===== config.mk =====
export PLATFORM = sky130hd
export DESIGN_NAME = priority_interrupt_controller
export DESIGN_NICKNAME = d
export VERILOG_FILES = /design/src/rtl/core/pic_pkg.sv /design/src/rtl/core/pic_cell.sv /design/src/rtl/core/priority_interrupt_controller.sv
export SDC_FILE = /design/constraint.sdc
export NUM_CORES = 1
export LEC_CHECK = 0
export ABC_CLOCK_PERIOD_IN_PS = 4880
export BUFFER_PORTS_ARGS = -buffer_cell sky130_fd_sc_hd__buf_2
export CORE_MARGIN = 5
export CORE_UTILIZATION = 37
export CTS_CLUSTER_DIAMETER = 200
export CTS_CLUSTER_SIZE = 20
export DETAILED_ROUTE_END_ITERATION = 8
export GPL_ROUTABILITY_DRIVEN = 1
export GPL_TIMING_DRIVEN = 0
export SLEW_MARGIN = 20
export SYNTH_ARGS = -nofsm -noshare
export SYNTH_HDL_FRONTEND = slang
export SYNTH_SLANG_ARGS = --single-unit
export TNS_END_PERCENT = 20

===== constraint.sdc =====
create_clock -name clk -period 4.88 [get_ports clk]
set_clock_uncertainty 0.1 [all_clocks]
set_input_delay 0.732 -clock clk [delete_from_list [all_inputs] [get_ports clk]]
set_output_delay 0.732 -clock clk [all_outputs]
set_load 0.02 [all_outputs]

===== src/rtl/core/pic_pkg.sv =====
// Types, codes and helpers of the priority interrupt controller.
`default_nettype none
package pic_pkg;

	localparam int LINES  = 8;
	localparam int LINE_W = 3;

	localparam int S_DATA_W = 16;
	localparam int S_USER_W = 3;
	localparam int M_DATA_W = 32;
	localparam int M_USER_W = 2;

	// Item kinds carried in s_axis_tuser.
	localparam logic [2:0] REQ_WRITE = 3'd0;
	localparam logic [2:0] REQ_READ  = 3'd1;
	localparam logic [2:0] REQ_IRQ   = 3'd2;
	localparam logic [2:0] REQ_ACK   = 3'd3;
	localparam logic [2:0] REQ_CHECK = 3'd4;

	// Command word codes in bits 7..5.
	localparam logic [2:0] CMD_EOI      = 3'd1;
	localparam logic [2:0] CMD_SEOI     = 3'd3;
	localparam logic [2:0] CMD_ROT_EOI  = 3'd5;
	localparam logic [2:0] CMD_SET_PRI  = 3'd6;
	localparam logic [2:0] CMD_ROT_SEOI = 3'd7;

	// Bit positions inside written bytes.
	localparam int B_ICW1   = 4;
	localparam int B_OCW3   = 3;
	localparam int B_POLL   = 2;
	localparam int B_RR     = 1;
	localparam int B_RIS    = 0;
	localparam int B_SNGL   = 1;
	localparam int B_ADI    = 2;

	localparam logic [1:0]        STEP_VECTOR = 2'd2;
	localparam logic [1:0]        STEP_LAST   = 2'd1;
	localparam logic [LINE_W-1:0] PRI_RESET   = 3'd7;
	localparam logic [7:0]        POLL_FLAG   = 8'h80;

	// Update commands for one cell.
	typedef struct packed {
		logic set_req;
		logic clr_req;
		logic set_isr;
		logic clr_isr;
		logic clr_all_isr;
		logic mask_we;
		logic mask_val;
	} cell_cmd_t;

	// Carries handed from cell to cell, one pair per search.
	typedef struct packed {
		logic any_srv;
		logic up_srv;
		logic any_isr;
		logic up_isr;
		logic any_req;
		logic up_req;
	} chain_t;

	// Winner flags of the three searches.
	typedef struct packed {
		logic srv;
		logic isr;
		logic req;
	} hit_t;

	// Stored bits of one line.
	typedef struct packed {
		logic req;
		logic isr;
		logic mask;
	} cell_bits_t;

	typedef struct packed {
		logic [7:0]        read_data;
		logic              vector_valid;
		logic [15:0]       vector;
		logic              pending_valid;
		logic [LINE_W-1:0] pending_line;
	} result_t;

	function automatic logic [LINE_W-1:0] onehot_idx(input logic [LINES-1:0] oh);
		logic [LINE_W-1:0] idx;
		idx = '0;
		for (int i = 0; i < LINES; i++) begin
			if (oh[i]) begin
				idx = idx | LINE_W'(i);
			end
		end
		return idx;
	endfunction

	function automatic logic [LINES-1:0] line_dec(input logic [LINE_W-1:0] ln);
		return LINES'(1) << ln;
	endfunction

endpackage
`default_nettype wire


===== src/rtl/core/pic_cell.sv =====
// One interrupt line: request, in-service and mask bits plus its link of the priority chain.
`default_nettype none
module pic_cell (
	input  wire                              clk,
	input  wire                              arst_n,
	input  wire logic [pic_pkg::LINE_W-1:0]  index,
	input  wire logic [pic_pkg::LINE_W-1:0]  start,
	input  wire pic_pkg::cell_cmd_t          cmd,
	input  wire pic_pkg::chain_t             chain_in,
	input  wire pic_pkg::chain_t             chain_end,
	output pic_pkg::chain_t                  chain_out,
	output pic_pkg::hit_t                    hit,
	output pic_pkg::cell_bits_t              bits
);
	import pic_pkg::*;

	logic req_q;
	logic isr_q;
	logic mask_q;
	logic ge;
	logic srv_bit;

	always_ff @(posedge clk or negedge arst_n) begin
		if (!arst_n) begin
			req_q  <= 1'b0;
			isr_q  <= 1'b0;
			mask_q <= 1'b1;
		end else begin
			if (cmd.set_req) begin
				req_q <= 1'b1;
			end else if (cmd.clr_req) begin
				req_q <= 1'b0;
			end
			if (cmd.clr_all_isr) begin
				isr_q <= 1'b0;
			end else if (cmd.set_isr) begin
				isr_q <= 1'b1;
			end else if (cmd.clr_isr) begin
				isr_q <= 1'b0;
			end
			if (cmd.mask_we) begin
				mask_q <= cmd.mask_val;
			end
		end
	end

	// Lines at or above the start point win first; lower lines only on wrap.
	assign ge      = (index >= start);
	assign srv_bit = (req_q & ~mask_q) | isr_q;

	always_comb begin
		chain_out.any_srv = chain_in.any_srv | srv_bit;
		chain_out.up_srv  = chain_in.up_srv | (srv_bit & ge);
		chain_out.any_isr = chain_in.any_isr | isr_q;
		chain_out.up_isr  = chain_in.up_isr | (isr_q & ge);
		chain_out.any_req = chain_in.any_req | req_q;
		chain_out.up_req  = chain_in.up_req | (req_q & ge);
	end

	// The chain end comes back from the last cell, so keep it apart from the carry logic.
	always_comb begin
		hit.srv = srv_bit & (ge ? ~chain_in.up_srv : (~chain_end.up_srv & ~chain_in.any_srv));
		hit.isr = isr_q & (ge ? ~chain_in.up_isr : (~chain_end.up_isr & ~chain_in.any_isr));
		hit.req = req_q & (ge ? ~chain_in.up_req : (~chain_end.up_req & ~chain_in.any_req));
	end

	assign bits = '{req: req_q, isr: isr_q, mask: mask_q};

endmodule
`default_nettype wire


===== src/rtl/core/priority_interrupt_controller.sv =====
// Top level of the 8-line rotating-priority interrupt controller.
//
// Eight-line interrupt controller in the 8259 style, set up for 8080 call
// vectors. Every input word is one event, coded in s_axis_tuser: a bus write,
// a bus read, a raised interrupt line, an acknowledge or a pending check; each
// accepted word yields exactly one output word. The request, in-service and
// mask bits live in a row of eight line cells; the rotating priority search
// runs as a carry chain through that row, starting at the line after the
// lowest-priority one and wrapping once. Each item is decoded, searched and
// its result registered in the cycle it is accepted, so words can enter back
// to back while the buffer has room; the eight-cell priority chain sets the
// clock path. Results wait in a two-entry output buffer, so one more word is
// taken while a result is stalled; s_axis_tready drops only when both entries
// are full. After reset all lines are masked and the vector high byte is zero.
`default_nettype none
module priority_interrupt_controller (
	input  wire                                clk,
	input  wire                                arst_n,
	input  wire                                s_axis_tvalid,
	output logic                               s_axis_tready,
	// addr_bit [0], write_data [8:1], irq_line [11:9], zero pad [15:12]
	input  wire logic [pic_pkg::S_DATA_W-1:0]  s_axis_tdata,
	// req_type [2:0]
	input  wire logic [pic_pkg::S_USER_W-1:0]  s_axis_tuser,
	output logic                               m_axis_tvalid,
	input  wire                                m_axis_tready,
	// read_data [7:0], vector [23:8], pending_line [26:24], zero pad [31:27]
	output logic [pic_pkg::M_DATA_W-1:0]       m_axis_tdata,
	// vector_valid [0], pending_valid [1]
	output logic [pic_pkg::M_USER_W-1:0]       m_axis_tuser
);
	import pic_pkg::*;

	// Input word fields.
	logic [2:0]        req_type;
	logic              addr_bit;
	logic [7:0]        write_data;
	logic [LINE_W-1:0] irq_line;

	assign req_type   = s_axis_tuser;
	assign addr_bit   = s_axis_tdata[0];
	assign write_data = s_axis_tdata[8:1];
	assign irq_line   = s_axis_tdata[11:9];

	// Controller state.
	logic [7:0]        icw1_q;
	logic [7:0]        vector_high_q;
	logic              init_active_q;
	logic [1:0]        init_step_q;
	logic [LINE_W-1:0] lowest_q;
	logic              read_req_q;
	logic              poll_q;

	// Output buffer.
	result_t out_q;
	result_t skid_q;
	logic    out_vld_q;
	logic    skid_vld_q;

	logic acc;
	assign s_axis_tready = ~skid_vld_q;
	assign acc           = s_axis_tvalid & ~skid_vld_q;

	// Decoded event kinds.
	logic is_write;
	logic is_read;
	logic is_irq;
	logic is_ack;
	logic is_check;
	logic wr_icw1;
	logic wr_ocw3;
	logic wr_ocw2;
	logic wr_odd;
	logic [2:0] ocw2_code;

	always_comb begin
		is_write = 1'b0;
		is_read  = 1'b0;
		is_irq   = 1'b0;
		is_ack   = 1'b0;
		is_check = 1'b0;
		unique case (req_type)
			REQ_WRITE: is_write = 1'b1;
			REQ_READ:  is_read  = 1'b1;
			REQ_IRQ:   is_irq   = 1'b1;
			REQ_ACK:   is_ack   = 1'b1;
			REQ_CHECK: is_check = 1'b1;
			default: begin
				// Unknown kinds leave everything alone and return zeros.
			end
		endcase
	end

	assign ocw2_code = write_data[7:5];
	assign wr_odd    = acc & is_write & addr_bit;
	assign wr_icw1   = acc & is_write & ~addr_bit & write_data[B_ICW1];
	assign wr_ocw3   = acc & is_write & ~addr_bit & ~write_data[B_ICW1] & write_data[B_OCW3];
	assign wr_ocw2   = acc & is_write & ~addr_bit & ~write_data[B_ICW1] & ~write_data[B_OCW3];

	// Row of line cells with the priority chain.
	cell_cmd_t  cmd   [LINES];
	chain_t     chain [LINES+1];
	hit_t       hit   [LINES];
	cell_bits_t bits  [LINES];

	logic [LINE_W-1:0] start;
	assign start    = lowest_q + LINE_W'(1);
	assign chain[0] = '0;

	logic [LINES-1:0] hit_srv;
	logic [LINES-1:0] hit_isr;
	logic [LINES-1:0] hit_req;
	logic [LINES-1:0] req_v;
	logic [LINES-1:0] isr_v;
	logic [LINES-1:0] mask_v;

	for (genvar g = 0; g < LINES; g++) begin : g_cell
		pic_cell u_cell (
			.clk       (clk),
			.arst_n    (arst_n),
			.index     (LINE_W'(g)),
			.start     (start),
			.cmd       (cmd[g]),
			.chain_in  (chain[g]),
			.chain_end (chain[LINES]),
			.chain_out (chain[g+1]),
			.hit       (hit[g]),
			.bits      (bits[g])
		);
		assign hit_srv[g] = hit[g].srv;
		assign hit_isr[g] = hit[g].isr;
		assign hit_req[g] = hit[g].req;
		assign req_v[g]   = bits[g].req;
		assign isr_v[g]   = bits[g].isr;
		assign mask_v[g]  = bits[g].mask;
	end

	// Serve test: the winner must beat the highest line already in service.
	logic              serve_ok;
	logic [LINE_W-1:0] serve_line;
	logic [LINE_W-1:0] isr_top;
	logic [LINE_W-1:0] req_top;

	assign serve_ok   = (|hit_srv) & (hit_srv != hit_isr);
	assign serve_line = onehot_idx(hit_srv);
	assign isr_top    = onehot_idx(hit_isr);
	assign req_top    = onehot_idx(hit_req);

	// Per-line updates.
	logic [LINES-1:0] set_req_v;
	logic [LINES-1:0] served_v;
	logic [LINES-1:0] clr_isr_v;
	logic             mask_we;
	logic [7:0]       mask_val;

	always_comb begin
		set_req_v = (acc & is_irq) ? line_dec(irq_line) : '0;
		served_v  = (acc & is_ack & serve_ok) ? hit_srv : '0;
		clr_isr_v = '0;
		if (wr_ocw2) begin
			unique case (ocw2_code)
				CMD_EOI, CMD_ROT_EOI:  clr_isr_v = hit_isr;
				CMD_SEOI, CMD_ROT_SEOI: clr_isr_v = line_dec(write_data[LINE_W-1:0]);
				default:                clr_isr_v = '0;
			endcase
		end
		mask_we  = wr_icw1 | (wr_odd & ~init_active_q);
		mask_val = wr_icw1 ? 8'h00 : write_data;
		for (int i = 0; i < LINES; i++) begin
			cmd[i].set_req     = set_req_v[i];
			cmd[i].clr_req     = served_v[i];
			cmd[i].set_isr     = served_v[i];
			cmd[i].clr_isr     = clr_isr_v[i];
			cmd[i].clr_all_isr = wr_icw1;
			cmd[i].mask_we     = mask_we;
			cmd[i].mask_val    = mask_val[i];
		end
	end

	// Control registers.
	always_ff @(posedge clk or negedge arst_n) begin
		if (!arst_n) begin
			icw1_q        <= '0;
			vector_high_q <= '0;
			init_active_q <= 1'b0;
			init_step_q   <= '0;
			lowest_q      <= PRI_RESET;
			read_req_q    <= 1'b0;
			poll_q        <= 1'b0;
		end else begin
			if (wr_odd && init_active_q) begin
				// Init data: step two loads the vector, step one only ends init, step zero does both.
				if (init_step_q == STEP_VECTOR) begin
					vector_high_q <= write_data;
				end else if (init_step_q == STEP_LAST) begin
					init_active_q <= 1'b0;
				end else begin
					vector_high_q <= write_data;
					init_active_q <= 1'b0;
				end
				if (init_step_q != 2'd0) begin
					init_step_q <= init_step_q - 2'd1;
				end
			end
			if (wr_icw1) begin
				init_active_q <= 1'b1;
				icw1_q        <= write_data;
				lowest_q      <= PRI_RESET;
				poll_q        <= 1'b0;
				read_req_q    <= 1'b0;
				if (!write_data[B_SNGL]) begin
					init_step_q <= STEP_VECTOR;
				end
			end
			if (wr_ocw3) begin
				if (write_data[B_RR]) begin
					read_req_q <= ~write_data[B_RIS];
				end
				if (write_data[B_POLL]) begin
					poll_q <= 1'b1;
				end
			end
			if (wr_ocw2) begin
				unique case (ocw2_code)
					CMD_EOI, CMD_SEOI: lowest_q <= PRI_RESET;
					CMD_ROT_EOI: begin
						if (|isr_v) begin
							lowest_q <= isr_top;
						end
					end
					CMD_SET_PRI, CMD_ROT_SEOI: lowest_q <= write_data[LINE_W-1:0];
					default: begin
						// Codes without effect.
					end
				endcase
			end
			// A poll read disarms poll.
			if (acc && is_read && !addr_bit && poll_q) begin
				poll_q <= 1'b0;
			end
		end
	end

	// Result of the accepted word.
	result_t res;
	logic [7:0] vec_low;

	always_comb begin
		if (icw1_q[B_ADI]) begin
			vec_low = {icw1_q[7:5], serve_line, 2'b00};
		end else begin
			vec_low = {icw1_q[7:6], serve_line, 3'b000};
		end
		res = '0;
		if (is_read) begin
			if (addr_bit) begin
				res.read_data = mask_v;
			end else if (poll_q) begin
				res.read_data = (|req_v) ? (POLL_FLAG | 8'(req_top)) : 8'(start);
			end else begin
				res.read_data = read_req_q ? req_v : isr_v;
			end
		end
		if (is_ack && serve_ok) begin
			res.vector_valid = 1'b1;
			res.vector       = {vector_high_q, vec_low};
		end
		if (is_check && serve_ok) begin
			res.pending_valid = 1'b1;
			res.pending_line  = serve_line;
		end
	end

	// Two-entry output buffer: hold in skid while the output entry stalls.
	logic pop;
	assign pop = out_vld_q & m_axis_tready;

	always_ff @(posedge clk or negedge arst_n) begin
		if (!arst_n) begin
			out_vld_q  <= 1'b0;
			skid_vld_q <= 1'b0;
		end else begin
			if (!out_vld_q || pop) begin
				out_vld_q  <= skid_vld_q | acc;
				skid_vld_q <= 1'b0;
			end else if (acc) begin
				skid_vld_q <= 1'b1;
			end
		end
	end

	always_ff @(posedge clk) begin
		if (!out_vld_q || pop) begin
			out_q <= skid_vld_q ? skid_q : res;
		end else if (acc) begin
			skid_q <= res;
		end
	end

	assign m_axis_tvalid = out_vld_q;
	assign m_axis_tdata  = {5'd0, out_q.pending_line, out_q.vector, out_q.read_data};
	assign m_axis_tuser  = {out_q.pending_valid, out_q.vector_valid};

endmodule
`default_nettype wire


==> results.cfg, run 1 <==
[outcome]
outcome = finished clean

[route]
viasPerCell = 5.88
dr.pass1.iters = 5
wl_microns = 16800
vias = 4915
ant_nets = 0
drt_iter0_drc = 482
wl_per_cell_microns = 20.1
drc_errors = 0

[logic_synthesis]
yosysMostFrequentCell = edfxtp_1
yosysTopAreaCell = edfxtp_1
ys_seq_area_share_pct = 47.9
ys.flop_type = edfxtp_1
avgSynthCellArea_sq_um = 10.4
ys_types = 74
ys.warnings.count = 0
synth_commonest_cells = edfxtp_1, nor2_1, nand2_1
synth_seq_cells = 100
ys_async_sr_fraction_pct = 46.0
synth-edff-count = 54
synth_area_sq_um = 5810
synth_area_leaders = edfxtp_1, dfrtp_1, dfstp_2
synthesis.instances = 558
synth_top_area_share_pct = 27.9

[setup_path]
path_max_fanout = 11
reg2reg_slack_ns = 0.48
end_kind = flop
crit_required_ns = 4.88
worstSetupPathType = reg -> reg
reg2regPathDepth = 11
worstPathArrival_ns = 4.40
worst_setup_path_start_kind = flop

[pwr]
p_seq_share_pct = 29.3
intPower_uw = 2250
sw_frac_of_total_pct = 45.3
finalPower_uw = 4110
comb_power_share_pct = 53.1
p_switching_uw = 1860
power_density_nw_per_um2 = 618
ir_drop_v = 0.000262
pwr-share-clk_pct = 17.6
cellLeakagePower_uw = 0.00257

[floorplan]
start_util_pct = 38.0
die_width_microns = 135
die_h_microns = 135
core-area_sq_um = 15300
dieArea_sq_um = 18300
rows = 45
boundaryPins = 59

[cells_and_area]
final_cells = 836
drive_gt1_share_pct = 22.6
fillCellCount = 1473
multiInputGateArea_sq_um = 2820
nets = 646
diodes = 0
areaGrowthSynthToFinish_pct = 14.4
regArea_sq_um = 2790
utilization_pct = 43.4

[sta]
rsz0062_at_grt = false
fin_crit_sh_pct = 90.2
fin_setup_tns_ns = 0
maxSlewViolCount = 0
relSlewSlack_pct = 41.4
hold_viol = 0
max_freq_mhz = 227
worst_pin_slew_ns = 0.874
finalCriticalPeriod_ns = 4.40
final-setup-viol-count = 0

[placement]
place_inst = 820
routabilityCongestion = 0.945
dpl.hpwl_microns = 12600
io_buffers = 43

[clocking]
clock_path_buffers = 2
numClockSinks = 100
clkTransAtPathRegs_ns = 0.07
postCtsSetupRepairBufs = 0
numCtsBuffers = 9
clk_latency_ns = 0.35
ctsHoldBuffers = 0
post_cts_resized = 0
cts-root-buf = clkbuf_16
htree_levels = 3
cts_tree = built

[global_routing]
grt_pass1_vias = 4766
global_route.usage.total_pct = 18.5
antenna_found_initial = 0
grt_pass1_wl_microns = 26600
grt_overflow = 0
grt_max_degree = 47

[hold_path]
worst_hold_path_type = in -> async

[run]
cap_violations = 0
[worst paths after layout]
| path | from | endpoint |
|---|---|---|
| setup / recovery | lowest_q[0]$_DFF_PN1_ | m_axis_tdata[20]$_DFFE_PN_ |
| setup reg to reg | lowest_q[0]$_DFF_PN1_ | m_axis_tdata[20]$_DFFE_PN_ |
| hold reg to reg | skid_q[7]$_DFFE_PP_ | m_axis_tdata[11]$_DFFE_PN_ |
| hold / removal | arst_n | icw1_q[7]$_DFFE_PN0P_ |
| max in group asynchronous | arst_n | g_cell[0].u_cell.req_q$_DFFE_PN0P_ |
| min in group clk | skid_q[7]$_DFFE_PP_ | m_axis_tdata[11]$_DFFE_PN_ |
[logic make-up after synthesis]
group | Yosys count | share of synthesized area (%)
compound gates | 148 | 19.2
fa+ha+maj | 3 | 0.646
other cells | 1 | 0.0645
mux | 30 | 5.64
buf+inv | 47 | 4.13
xor+xnor | 6 | 1.03
simple gates | 223 | 21.3
flops | 100 | 47.9
[metrics by stage]
step                      setup WS, ns  hold slack (ns)  area (sq um)
after floorplan                  0.765            0.336          5840
after global placement          -0.420            0.392          6310
after detailed placement         0.506            0.413          6340
after CTS                        0.498            0.427          6640
after global routing             0.257            0.341          6650
final                            0.481            0.289          6650
[metal layers]
layer  vias up  GRT usage, %  routed length (microns)
met3        42          3.49                     1170
li1       2256             -                        -
met5         -             0                        0
met4         0          5.49                      406
met1      2401          26.1                     7580
met2       216          29.2                     7650
[power by group through the flow]
stage | registers (uW) | logic (uW) | clock network [uW]
CTS | 1200 | 2140 | 740
floorplan | 1200 | 1520 | 0
global placement | 1210 | 2120 | 0
global route | 1220 | 2350 | 774
detailed placement | 1220 | 2140 | 0
finish | 1200 | 2180 | 723
[sequential cells by signal, indices dropped and copies added, names as in the netlist, 2 cells and up]
register / flops
g_cell.u_cell.mask_q: 8
g_cell.u_cell.isr_q: 8
vector_high_q: 8
m_axis_tuser: 2
init_step_q: 2
g_cell.u_cell.req_q: 8
icw1_q: 4
lowest_q: 3
skid_q: 27
m_axis_tdata: 25
[cells in the final DEF, fill, tap and decap left out, types with 7 or more instances in the layout]
master / instances
a21oi_1: 17
a22o_1: 9
a22oi_1: 7
a31oi_1: 12
a32o_1: 13
buf_2: 45
buf_4: 13
clkbuf_1: 21
clkbuf_16: 9
conb_1: 7
dfrtp_1: 35
dfstp_2: 11
edfxtp_1: 54
inv_1: 8
mux2_2: 22
mux2i_1: 8
nand2_1: 44
nand3_1: 20
nor2_1: 49
nor2b_1: 12
nor3_1: 18
nor3b_1: 15
o211ai_1: 11
o21ai_0: 21
o31ai_1: 12
o32a_1: 7
[critical path, cell delays in order (launching register included)]
cell     delay (ns)
dfstp_2        0.67
ha_1           0.32
or4_1          0.56
o22ai_2        0.19
a31oi_1        0.16
nor4b_2        0.45
nor3_1         0.11
or4b_4         0.52
nor4_4         0.30
nand4_2        0.24
buf_2          0.27
a32o_1         0.27
[final cells by class]
type / instances / share of cell area (%)
Buffer: 38 / 3.11
Clock buffer: 11 / 3.65
Clock inverter: 5 / 0.922
Inverter: 9 / 0.508
Multi-Input combinational cell: 417 / 42.4
Sequential cell: 100 / 41.9
Tap cell: 211 / 3.97
Timing Repair Buffer: 45 / 3.50
Note: power is estimated with default switching activity, not from simulation.
==> inputs of run 2 (changes only) <==
--- a/config.mk
+++ b/config.mk
@@ -5,7 +5,7 @@
 export SDC_FILE = /design/constraint.sdc
 export NUM_CORES = 1
 export LEC_CHECK = 0
-export ABC_CLOCK_PERIOD_IN_PS = 4880
+export ABC_CLOCK_PERIOD_IN_PS = 4600
 export BUFFER_PORTS_ARGS = -buffer_cell sky130_fd_sc_hd__buf_2
 export CORE_MARGIN = 5
 export CORE_UTILIZATION = 37
==> constraint.sdc (replaced) <==
create_clock -name clk -period 4.6 [get_ports clk]
set_clock_uncertainty 0.1 [all_clocks]
set_input_delay 0.69 -clock clk [delete_from_list [all_inputs] [get_ports clk]]
set_output_delay 0.69 -clock clk [all_outputs]
set_load 0.02 [all_outputs]
==> results.cfg, run 2 (synthesized netlist as in run 1, its figures left out) <==
[floorplan]
rows = 45
boundaryPins = 59
die_h_microns = 135
start_util_pct = 38.0
core-area_sq_um = 15300
dieArea_sq_um = 18300
die_width_microns = 135

[global_routing]
grt_overflow = 0
grt_max_degree = 47
grt_pass1_vias = 4766
grt_pass1_wl_microns = 26600
antenna_found_initial = 0
global_route.usage.total_pct = 18.5

[sta]
worst_pin_slew_ns = 0.881
final-setup-viol-count = 0
fin_setup_tns_ns = 0
finalCriticalPeriod_ns = 4.38
holdWs_ns = 0.262
fin_crit_sh_pct = 95.3
relSlewSlack_pct = 41.0
maxSlewViolCount = 0
rsz0062_at_grt = false
hold_viol = 0
max_freq_mhz = 228
layout_setup_ws_ns = 0.216

[route]
drc_errors = 0
drt_iter0_drc = 498
dr.pass1.iters = 6
viasPerCell = 5.91
wl_microns = 16800
ant_nets = 0
wl_per_cell_microns = 20.1
vias = 4942

[cells_and_area]
areaGrowthSynthToFinish_pct = 14.5
regArea_sq_um = 2790
utilization_pct = 43.5
nets = 646
final_cells = 836
fillCellCount = 1472
layout_commonest_cell = edfxtp_1
drive_gt1_share_pct = 22.6
layout_common_cells = edfxtp_1, nor2_1, buf_2
diodes = 0
multiInputGateArea_sq_um = 2830
regMostFlops = skid_q
largest_reg_flops = 27

[placement]
place_inst = 820
routabilityCongestion = 0.945
pre_cts_ws_ns = 0.226
io_buffers = 43
dpl.hpwl_microns = 12600

[clocking]
clk_latency_ns = 0.35
cts-root-buf = clkbuf_16
numCtsBuffers = 9
ctsHoldBuffers = 0
cts_tree = built
clkTransAtPathRegs_ns = 0.07
numClockSinks = 100
htree_levels = 3
clock_path_buffers = 2

[setup_path]
end_kind = flop
crit_required_ns = 4.60
worstPathArrival_ns = 4.39
path_max_fanout = 11
worst_setup_path_start_kind = flop
worstSetupPathType = reg -> reg

[pwr]
cellLeakagePower_uw = 0.00258
intPower_uw = 2390
power_density_nw_per_um2 = 655
sw_frac_of_total_pct = 45.3
p_seq_share_pct = 29.3
ir_drop_v = 0.000275
pwr-share-clk_pct = 17.7
comb_power_share_pct = 53.0
p_switching_uw = 1980

[outcome]
outcome = finished clean

[run]
cap_violations = 0

[hold_path]
worst_hold_path_type = in -> async
==> run 2: routing by layer <==
metal / vias up / track usage [%] / wire (microns)
met3: 40 / 3.49 / 1220
li1: 2258 / - / -
met4: 0 / 5.49 / 427
met1: 2422 / 26.1 / 7510
met5: - / 0 / 0
met2: 222 / 29.2 / 7610
==> run 2: critical path: stages, from the launching register on <==
cell,delay (ns)
dfstp_2,0.67
ha_1,0.32
or4_1,0.56
o22ai_2,0.19
a31oi_1,0.16
nor4b_2,0.45
nor3_1,0.11
or4b_4,0.51
nor4_4,0.30
nand4_2,0.24
buf_2,0.27
a32o_1,0.26
==> run 2: final cells by class <==
type                            count  share of cell area, %
Multi-Input combinational cell    417                   42.5
Sequential cell                   100                   41.9
Tap cell                          211                   3.97
Clock buffer                       11                   3.65
Timing Repair Buffer               45                   3.50
Buffer                             38                   3.10
Clock inverter                      5                  0.921
Inverter                            9                  0.507
==> run 2: stage by stage <==
stage               power (uW)  instance area (sq um)
floorplan                 2890                   5840
global placement          3540                   6310
detailed placement        3560                   6340
CTS                       4330                   6640
global route              4620                   6660
finish                    4360                   6660
==> run 2: path summary, 6_finish.rpt <==
path / from / endpoint / slack (ns) / depth (start not counted)
worst max-delay path: lowest_q[0]$_DFF_PN1_ / m_axis_tdata[20]$_DFFE_PN_ / 0.22 / 11
worst min-delay path: arst_n / icw1_q[7]$_DFFE_PN0P_ / 0.26 / 1
worst max register to register: lowest_q[0]$_DFF_PN1_ / m_axis_tdata[20]$_DFFE_PN_ / 0.22 / 11
worst min register to register: skid_q[7]$_DFFE_PP_ / m_axis_tdata[11]$_DFFE_PN_ / 0.42 / 2
max in group asynchronous: arst_n / g_cell[0].u_cell.req_q$_DFFE_PN0P_ / 3.70 / 1
min in group clk: skid_q[7]$_DFFE_PP_ / m_axis_tdata[11]$_DFFE_PN_ / 0.42 / 2
==> run 2: power groups by stage <==
stage	combinational [uW]	clock [uW]	sequential (uW)
6_report	2310	770	1280
2_1_floorplan	1620	0	1280
5_1_grt	2510	821	1290
3_3_place_gp	2250	0	1290
4_1_cts	2270	785	1270
3_5_place_dp	2270	0	1290
==> run 2: repair_timing <==
action                                  in CTS  in global routing
gates resized for setup                      0                  1
buffers inserted                             0                  0
endpoints found under the setup margin       0                  8
==> inputs of run 3 (changes only) <==
--- a/config.mk
+++ b/config.mk
@@ -14,6 +14,8 @@
 export DETAILED_ROUTE_END_ITERATION = 8
 export GPL_ROUTABILITY_DRIVEN = 1
 export GPL_TIMING_DRIVEN = 0
+export RECOVER_POWER = 50
+export SKIP_LAST_GASP = 1
 export SLEW_MARGIN = 20
 export SYNTH_ARGS = -nofsm -noshare
 export SYNTH_HDL_FRONTEND = slang
==> results.cfg, run 3 (synthesized netlist as in run 1, its figures left out) <==
[outcome]
outcome = complete, but fails checks
violations = max-capacitance violations, max-slew violations

[route]
dr.pass1.iters = 7
drc_errors = 0
wl_per_cell_microns = 20.2
viasPerCell = 5.92
vias = 4946
ant_nets = 0
wl_microns = 16900
drt_iter0_drc = 565

[setup_path]
reg2reg_to = m_axis_tdata[20]$_DFFE_PN_
crit_required_ns = 4.60
endpoint = m_axis_tdata[20]$_DFFE_PN_
critPathMaxStageDelay_ns = 0.67
worstPathArrival_ns = 4.39
worstSetupPathType = reg -> reg
reg2regPathDepth = 11
slowest_stage = dfstp_2
path_max_fanout = 11
end_kind = flop
worst_setup_path_start_kind = flop
critPathLaunch = lowest_q[0]$_DFF_PN1_
reg2reg_slack_ns = 0.21
path_cells = ha_1 > or4_1 > o22ai_2 > a31oi_1 > nor4b_2 > nor3_1 > or4b_4 > nor4_4 > nand4_2 > buf_2 > a32o_1
regToRegStartpoint = lowest_q[0]$_DFF_PN1_

[global_routing]
antenna_found_initial = 0
grt_pass1_wl_microns = 26600
grt_max_degree = 47
grt_overflow = 0
global_route.usage.total_pct = 18.5
grt_pass1_vias = 4766

[clocking]
htree_levels = 3
numCtsBuffers = 9
numClockSinks = 100
cts_tree = built
postCtsSetupRepairBufs = 0
clk_latency_ns = 0.35
cts-root-buf = clkbuf_16
clkTransAtPathRegs_ns = 0.07
clock_path_buffers = 2

[sta]
max_freq_mhz = 228
final-setup-viol-count = 0
fin_crit_sh_pct = 95.4
rsz0062_at_grt = false
maxSlewViolCount = 47
hold_viol = 0
relSlewSlack_pct = -75.6
worst_pin_slew_ns = 2.63
finalCriticalPeriod_ns = 4.39

[cells_and_area]
regMostFlops = skid_q
layout_commonest_cell = edfxtp_1
nets = 646
drive_gt1_share_pct = 17.4
regArea_sq_um = 2790
fillCellCount = 1492
largest_reg_flops = 27
multiInputGateArea_sq_um = 2820
areaGrowthSynthToFinish_pct = 13.7
layout_common_cells = edfxtp_1, clkbuf_1, nor2_1
diodes = 0
final_cells = 836

[floorplan]
boundaryPins = 59
rows = 45
dieArea_sq_um = 18300
core-area_sq_um = 15300
start_util_pct = 38.0
die_h_microns = 135
die_width_microns = 135

[placement]
dpl.hpwl_microns = 12600
place_inst = 820
io_buffers = 43
routabilityCongestion = 0.945

[pwr]
power_density_nw_per_um2 = 658
cellLeakagePower_uw = 0.00248
ir_drop_v = 0.000279
finalPower_uw = 4350

[hold_path]
worst_hold_path_type = reg -> reg
min_from = skid_q[7]$_DFFE_PP_

[run]
cap_violations = 1
-- run 3: layer usage --
metal / routed length [microns] / vias up / track usage (%)
met3: 1140 / 31 / 3.49
met2: 7710 / 221 / 29.2
met5: 0 / - / 0
li1: - / 2251 / -
met4: 368 / 0 / 5.49
met1: 7650 / 2443 / 26.1
-- run 3: power by group --
| group | leakage, uW | total, uW | switching, uW | internal [uW] |
|---|---|---|---|---|
| sequential | 0.00112 | 1280 | 156 | 1120 |
| clock | 0.000150 | 770 | 331 | 439 |
| combinational | 0.00122 | 2300 | 1490 | 814 |
-- run 3: worst max-delay path, delay by kind of cell, from the launching register on --
kind                     cells  cell delay (ns)
adder cells (fa/ha/maj)      1             0.32
AND/OR/NAND/NOR              6             2.16
buffers and inverters        1             0.27
flip-flops                   1             0.67
AO/OA/AOI/OAI                3             0.62
-- run 3: stage by stage --
step	area, sq um	hold slack (ns)	setup slack [ns]	util [%]	setup TNS [ns]
5_1_grt	6610	0.459	0.0360	43.2	0
6_report	6610	0.424	0.211	43.2	0
3_5_place_dp	6340	0.413	0.226	41.4	0
2_1_floorplan	5840	0.294	0.527	-	0
4_1_cts	6640	0.427	0.218	43.4	0
3_3_place_gp	6310	0.392	-0.658	41.2	-17.69
-- run 3: layout make-up --
| type | instances | share of cell area (%) |
|---|---|---|
| plain buffers | 38 | 3.12 |
| well taps | 211 | 3.99 |
| inverters | 9 | 0.511 |
| clock inverters | 5 | 0.928 |
| multi-input cells | 417 | 42.7 |
| repair buffers | 45 | 2.92 |
| flip-flops and latches | 100 | 42.2 |
| clock buffers | 11 | 3.67 |
-- run 3: worst min path at each step --
| stage | to | cells after the start | slack [ns] |
|---|---|---|---|
| final | m_axis_tdata[11]$_DFFE_PN_ | 2 | 0.42 |
| after global routing | m_axis_tdata[11]$_DFFE_PN_ | 2 | 0.46 |
| after CTS | m_axis_tdata[11]$_DFFE_PN_ | 2 | 0.43 |
| after detailed placement | m_axis_tdata[11]$_DFFE_PN_ | 2 | 0.41 |
| after global placement | init_step_q[1]$_DFF_PN0_ | 2 | 0.39 |
| after floorplan | g_cell[0].u_cell.isr_q$_DFFE_PN0P_ | 0 | 0.29 |
-- run 3: timing repair --
action / in CTS / in global routing
hold buffers: 0 / 0
endpoints found under the setup margin: 0 / 8
gates resized for setup: 0 / 1
